--- config.mk ---
export PLATFORM = sky130hd
export DESIGN_NAME = vwc_pending
export DESIGN_NICKNAME = d
export VERILOG_FILES = /design/src/rtl/vwc_pkg.sv /design/src/rtl/vwc_pending.sv
export SDC_FILE = /design/constraint.sdc
export NUM_CORES = 1
export LEC_CHECK = 0
export BUFFER_PORTS_ARGS = -buffer_cell sky130_fd_sc_hd__buf_2
export CORE_MARGIN = 2
export CORE_UTILIZATION = 60
export DETAILED_ROUTE_END_ITERATION = 12
export PLACE_DENSITY = 0.75
export SLEW_MARGIN = 15
export SYNTH_ARGS = -nofsm -noshare
export SYNTH_HDL_FRONTEND = slang
export SYNTH_SLANG_ARGS = --single-unit
--- constraint.sdc ---
create_clock -name clock -period 16.5 [get_ports clock]
set_input_delay 4.95 -clock clock [delete_from_list [all_inputs] [get_ports clock]]
set_output_delay 4.95 -clock clock [all_outputs]
set_load 0.02 [all_outputs]
--- src/rtl/vwc_pkg.sv ---
// Shared constants, codes and hash helpers for the vocabulary word counter.
// Used by vwc_pending and vocabulary_word_counter_unit; no dependencies.
`default_nettype none
package vwc_pkg;

   localparam int WORD_CHARS = 64;
   localparam int VOCAB_MAX  = 1024;
   localparam int HASH_SIZE  = 4096;

   localparam int CHAR_AW = $clog2(WORD_CHARS);
   localparam int LEN_W   = CHAR_AW + 1;
   localparam int IDX_W   = 10;
   localparam int ENT_W   = 11;
   localparam int BKT_W   = $clog2(HASH_SIZE);
   localparam int VIDX_W  = $clog2(VOCAB_MAX);
   localparam int CHARS_AW = VIDX_W + CHAR_AW;

   localparam logic OP_TEXT = 1'b0;
   localparam logic OP_END  = 1'b1;

   localparam logic [7:0] CH_TAB = 8'd9;
   localparam logic [7:0] CH_LF  = 8'd10;
   localparam logic [7:0] CH_CR  = 8'd13;
   localparam logic [7:0] CH_SP  = 8'd32;

   localparam logic [1:0] KIND_FOUND = 2'd0;
   localparam logic [1:0] KIND_ADDED = 2'd1;
   localparam logic [1:0] KIND_FULL  = 2'd2;
   localparam logic [1:0] KIND_END   = 2'd3;

   localparam logic [LEN_W-1:0] SENT_LEN = LEN_W'(4);

   function automatic logic [31:0] hash_step(input logic [31:0] h, input logic [7:0] b);
      logic [31:0] v;
      v = {{24{b[7]}}, b};
      return h * 32'd237 + v;
   endfunction

   // Characters of the sentence-end token.
   function automatic logic [7:0] sent_char(input logic [CHAR_AW-1:0] k);
      logic [7:0] c;
      case (k)
         CHAR_AW'(0): c = 8'h3C;
         CHAR_AW'(1): c = 8'h2F;
         CHAR_AW'(2): c = 8'h73;
         CHAR_AW'(3): c = 8'h3E;
         default:     c = 8'h00;
      endcase
      return c;
   endfunction

   function automatic logic [31:0] sent_hash();
      logic [31:0] h;
      h = 32'd0;
      for (int i = 0; i < 4; i++) begin
         h = hash_step(h, sent_char(CHAR_AW'(i)));
      end
      return h;
   endfunction

   localparam logic [31:0]      SENT_HASH   = sent_hash();
   localparam logic [BKT_W-1:0] SENT_BUCKET = SENT_HASH[BKT_W-1:0];

endpackage
`default_nettype wire

--- src/rtl/vwc_pending.sv ---
// Buffer for the word being collected: its characters, length and running hash.
// Depends on vwc_pkg.
`default_nettype none
module vwc_pending
   import vwc_pkg::*;
(
   input  wire logic               clock,
   input  wire logic               reset,
   input  wire logic               push,
   input  wire logic [7:0]         push_byte,
   input  wire logic               clear,
   input  wire logic [CHAR_AW-1:0] rd_addr,
   output logic [7:0]              rd_data,
   output logic [LEN_W-1:0]        len,
   output logic [31:0]             hash
);

   logic [7:0]       char_mem [WORD_CHARS];
   logic [LEN_W-1:0] len_ff, len_in;
   logic [31:0]      hash_ff, hash_in;

   always_comb begin
      len_in  = len_ff;
      hash_in = hash_ff;
      if (clear) begin
         len_in  = '0;
         hash_in = '0;
      end else if (push) begin
         len_in  = len_ff + LEN_W'(1);
         hash_in = hash_step(hash_ff, push_byte);
      end
   end

   always_ff @(posedge clock) begin
      if (reset) begin
         len_ff  <= '0;
         hash_ff <= '0;
      end else begin
         len_ff  <= len_in;
         hash_ff <= hash_in;
      end
   end

   always_ff @(posedge clock) begin
      if (push && !clear) begin
         char_mem[len_ff[CHAR_AW-1:0]] <= push_byte;
      end
      rd_data <= char_mem[rd_addr];
   end

   assign len  = len_ff;
   assign hash = hash_ff;

endmodule
`default_nettype wire

; ---- Word level (Yosys, flattened, before mapping)
; Memory sizes are Yosys's and may differ from the RTL's. A register that Yosys moved wholly into a read port is not among the register bits.
; Cells that the tools add are included.
[classes]
order_cmp = 0
div = 0
multipliers = 1
add_sub_neg = 2
shifts = 0
n_reduce_logical = 3
n_bitwise = 0
n_eq_ne = 0
mux = 2
[op_table]
columns = operator, count
row1 = 32-bit adder, 1
row2 = "32-bit by 8-bit multiplier with 32-bit output, second input constant", 1
row3 = "7-bit by 1-bit adder with 7-bit output, second input constant", 1
row4 = 1-bit 2-to-1 mux, 2
row5 = 2-bit OR reduction, 1
row6 = 1-bit logical AND, 1
row7 = 1-bit logical NOT, 1
[word_totals]
ramBits = 512
mem_count = 1
elab_cells = 11
rom_bits = 0
inputBits = 18
latch_bits = 0
register_bits = 39
output_inout_bits = 47
[memory_table]
columns = name, words, word_bits, read_ports, rd_clocked_by_memory_dff, write_ports, line_no
row1 = char_mem, 64, 8, 1, 1, 1, vwc_pending.sv:18  ; logic [7:0] char_mem [WORD_CHARS];

; ---- Depth between registers and ports, before layout
[logic_depth]
ltp_word = 4
ltp_mapped = 19
mapped_depth_nobuf = 19

; ---- Worst setup path before layout
; Ideal clock, no wire load.
[synth_path]
path_type = in2reg
from = input push_byte[7]
to = register hash_ff[31] (netlist: hash[31])
t_arrival_ps = 8710
path_buffers = 0
setup_slack_ps = 7658
setup_time_ps = 132
stages = 18
required_ps = 16368
path_cell_list = ha_1 -> inv_1 -> fa_1 -> inv_1 -> fa_1 -> inv_1 -> fa_1 -> inv_1 -> ha_1 -> a21oi_1 -> o21ai_1 -> a2111oi_4 -> a21oi_2 -> o31ai_4 -> o221ai_1 -> a21oi_1 -> xnor2_1 -> a21oi_1
[synth_between]
elab_chain_cells = 1
[synth_lines]
columns = item, line_no
row1 = start: declaration, vwc_pending.sv:10  ; input wire logic [7:0] push_byte,
row2 = 32-bit adder, vwc_pkg.sv:36  ; return h * 32'd237 + v;
row3 = end signal: assignment, vwc_pending.sv:40  ; hash_ff <= hash_in;
row4 = end: declaration, vwc_pending.sv:20  ; logic [31:0] hash_ff, hash_in;
; No other way between the ends.
; A chain may end at the register's enable or synchronous reset.

; ---- Worst setup path in the final report
; Same ends and word-level chain as after synthesis.

==> implementation parameters <==
Parameter                              Value

CTS
  TritonCTS buffer count ... 53
  CTS hold repair buffers ... 0
  Clock latency reported for the late side of the worst-skew pair ... between 0.5 and 0.6 ns
  Maximum level of the CTS H-tree ... 2
  Maximum clock path buffer count ... 3
  Clock transition at the registers of the reported paths ... 0.06 ns
  # resized after CTS ... 0
  Post-CTS repair timing setup buffer count ... 0
  Clk Tree Root Cell ... sky130_fd_sc_hd__clkbuf_16
  TritonCTS clock tree ... built
  Clock sink total ... ~560

Synth
  Post-Synthesis Cells ... 1552
  Synthesized net count ... 1797
  Netlist Area Pre-Place ... about 0.027 mm2
  Post-synth EDFFs ... 512
  Post-synthesis area per instance ... roughly 17 um2
  Sequential cell area fraction in the yosys report ... 60.7%
  Share of flip-flops with an asynchronous set or reset after synthesis ... 0%
  Main flop type after synthesis ... sky130_fd_sc_hd__edfxtp_1
  Synthesis warning total ... 0
  Cell types occupying the most area after synthesis ... sky130_fd_sc_hd__edfxtp_1 57%, sky130_fd_sc_hd__mux4_2 14%, sky130_fd_sc_hd__fa_1 9.5%
  Post-synthesis cell type count ... 48
  Library cell occupying the most area in the post-synthesis netlist ... sky130_fd_sc_hd__edfxtp_1
  Area share of the largest cell type after synthesis ... between 50% and 60%
  Number of flip-flops and latches in the synthesized netlist ... about 560

Setup path
  Crit end category ... flop
  Kind of start point of the critical path ... primary input
  Endpoint arrival time on the critical path ... roughly 9.9 ns
  Data required time of the critical path ... about 17 ns
  Type of the worst setup path ... in2reg
  Largest fanout on the critical path ... 89

Cells and area
  Most frequent standard cell in the layout excluding fill and tap cells ... sky130_fd_sc_hd__edfxtp_1
  Fraction of layout cells with a size suffix above 1 ... between 10% and 20%
  Fin area ... about 0.030 mm2
  Net count of the finished layout ... 1874
  Total of fill cells in the finished design ... 2890
  Leading cell types in the layout, fill and taps excluded ... 512 x sky130_fd_sc_hd__edfxtp_1, 213 x sky130_fd_sc_hd__inv_1, 168 x sky130_fd_sc_hd__mux4_2, 128 x sky130_fd_sc_hd__fa_1, 114 x sky130_fd_sc_hd__nor2_1
  Synthesis-to-finish area growth ... 9.96%

Pwr
  Switching fraction of total power ... between 30% and 40%
  Int Power ... around 2900 uW
  Portion of total power attributed to sequential cells ... between 30 and 40%
  Leakage power ... approximately 0.010 uW
  Power Dens Cells ... around 150 mW/mm2
  Psw ... between 1000 and 1500 uW
  Portion of total power attributed to combinational logic ... between 30% and 40%
  VDD IR-drop max ... roughly 0.00011 V
  Relative contribution of the clock network to total power ... approximately 28%

Detailed routing
  DRT Pass-1 Iters ... 5
  Number of routed nets with antenna violations ... 0
  Routed wirelength normalized by instance count ... about 25 um
  Iteration-0 DRC Markers ... 1291
  Drc violations ... 0
  Vias per cell ... around 6.1
  Via count of the routed design ... 13700
  Post-detailed-routing wire length ... approximately 57 mm

Global routing
  Maximum number of pins on one net before global-route repair ... 90
  Total grt overflow ... 0
  Global-route wire length before repair ... around 90 mm
  Total track usage ... 25.8%
  Initial antenna violation count ... 4
  Number of global-route vias before repair ... around 15000

Floorplan
  Die Wd ... between 200 and 250 um
  Number of rows created at floorplan ... 77
  Total die area ... 0.0465 mm2
  Die extent in y ... between 200 and 250 um
  Count of boundary I/O pins ... 65
  Effective utilization at floorplan ... between 60% and 70%
  CORE AREA ... roughly 0.044 mm2

Run
  Reported max-cap violation count ... 0

Place
  Final weighted congestion in routability-driven placement ... 0.836
  Detailed-placement wirelength estimate ... between 30 and 40 mm
  Total of buffers placed on input and output ports ... 64
  Standard cell area after detailed placement ... 0.0278 mm2

Timing
  Max-slew violations ... 0
  Normalized max-slew margin ... 31.6%
  Actual transition at the worst max-transition pin ... around 1.0 ns
  Worst Skew ... 0.0248 ns
  Shortest period the worst path allows ... between 9 and 10 ns
  Fmax achieved ... approximately 110 MHz
  Sum of negative setup slack ... 0 ns
  RSZ-0062 raised after global routing ... no
  Final cycle utilization of the critical path ... between 50 and 60%
  Final hold violations ... 0
  Total setup violations reported at the end of the flow ... 0

Outcome
  Run status ... complete, no violations

Hold path
  Min-delay worst type ... reg2reg
[Yosys cell counts (all sizes together) (4+ instances only)]
master	n
a21oi	29
mux2i	21
ha	99
inv	213
a211oi	4
dfxtp	47
mux4	168
clkbuf	30
nor3	6
a21o	8
fa	128
o21ai	22
edfxtp	512
buf	25
xnor2	28
nand2	21
xor2	13
nand4	5
a31oi	4
or3	8
nor2	114
nand3	8
nor2b	4
[critical path, cell delays in order]
cell and delay, ns:
sky130_fd_sc_hd__buf_4 0.73, sky130_fd_sc_hd__ha_1 0.39, sky130_fd_sc_hd__fa_1 0.50, sky130_fd_sc_hd__inv_1 0.05, sky130_fd_sc_hd__fa_1 0.50, sky130_fd_sc_hd__fa_1 0.49
sky130_fd_sc_hd__inv_1 0.04, sky130_fd_sc_hd__ha_1 0.39, sky130_fd_sc_hd__nand4_1 0.20, sky130_fd_sc_hd__or3_1 0.41, sky130_fd_sc_hd__a211o_1 0.29, sky130_fd_sc_hd__a21oi_2 0.31
sky130_fd_sc_hd__o31ai_4 0.13, sky130_fd_sc_hd__o221ai_1 0.19, sky130_fd_sc_hd__a21oi_1 0.11, sky130_fd_sc_hd__xnor2_1 0.13, sky130_fd_sc_hd__a21oi_1 0.07
[metal layers]
metal / global-route usage (%) / wire length, um / vias to the layer above
met4: 8.14 / 1890 / 6
met1: 34.8 / 21900 / 7137
li1: - / - / 5919
met5: 0 / 41 / -
met2: 42.6 / 28800 / 563
met3: 5.55 / 4380 / 118
[registers in the layout, summed over array words and instances, names as in the netlist]
name and count:
len 7, rd_data 8, char_mem 512, hash 32
[kinds of logic (layout without fill, tap and decap cells)]
family                   Yosys count  count (layout)  synth area share [%]
flip-flops                       559             559                  60.7
AND/OR/NAND/NOR                  182             182                  2.96
multiplexers                     189             189                  14.9
adder cells (fa/ha/maj)          227             227                  14.1
other                              0               1                     0
buffers and inverters            268             390                  3.84
AO/OA/AOI/OAI                     86              86                  2.16
XOR/XNOR                          41              41                  1.34
[power groups by stage]
stage / combinational [uW] / sequential [uW] / clock (uW)
6_report: 1570 / 1600 / 1210
5_1_grt: 1790 / 1600 / 1280
4_1_cts: 1570 / 1600 / 1220
3_5_place_dp: 1550 / 1630 / 0
3_3_place_gp: 1530 / 1630 / 0
2_1_floorplan: 1200 / 1630 / 0
[path summary, 6_finish.rpt]
kind                                           start                    end  slack (ns)  depth (start not counted)
worst min-delay path             len[6]$_SDFFE_PP0P_    len[6]$_SDFFE_PP0P_        0.50                          2
worst min register to register   len[6]$_SDFFE_PP0P_    len[6]$_SDFFE_PP0P_        0.50                          2
worst max-delay path                    push_byte[7]  hash[31]$_SDFFE_PP0P_        7.03                         17
worst max register to register  hash[8]$_SDFFE_PP0P_  hash[31]$_SDFFE_PP0P_       11.29                         16
[through the flow]
stage               util (%)  instances  setup WS, ns  hold WS, ns  total power, uW
finish                  66.8       2267          7.03        0.505             4380
global route            66.8       2266          6.75        0.540             4670
CTS                     66.8       2266          7.06        0.511             4390
detailed placement      62.9       2166          6.47        0.494             3180
global placement        62.9       2166          6.58        0.469             3160
floorplan                  -       1552          7.66        0.536             2840
[layout make-up]
class	instances	area (um2)	share of cell area (%)
diodes	1	2.50	0.00847
clock buffers	75	1480	5.01
clock inverters	25	253	0.855
inverters	213	800	2.71
multi-input cells	725	9530	32.2
flip-flops and latches	559	16300	55.2
well taps	592	741	2.51
repair buffers	77	432	1.46
Note: power is estimated with default switching activity, not from simulation.
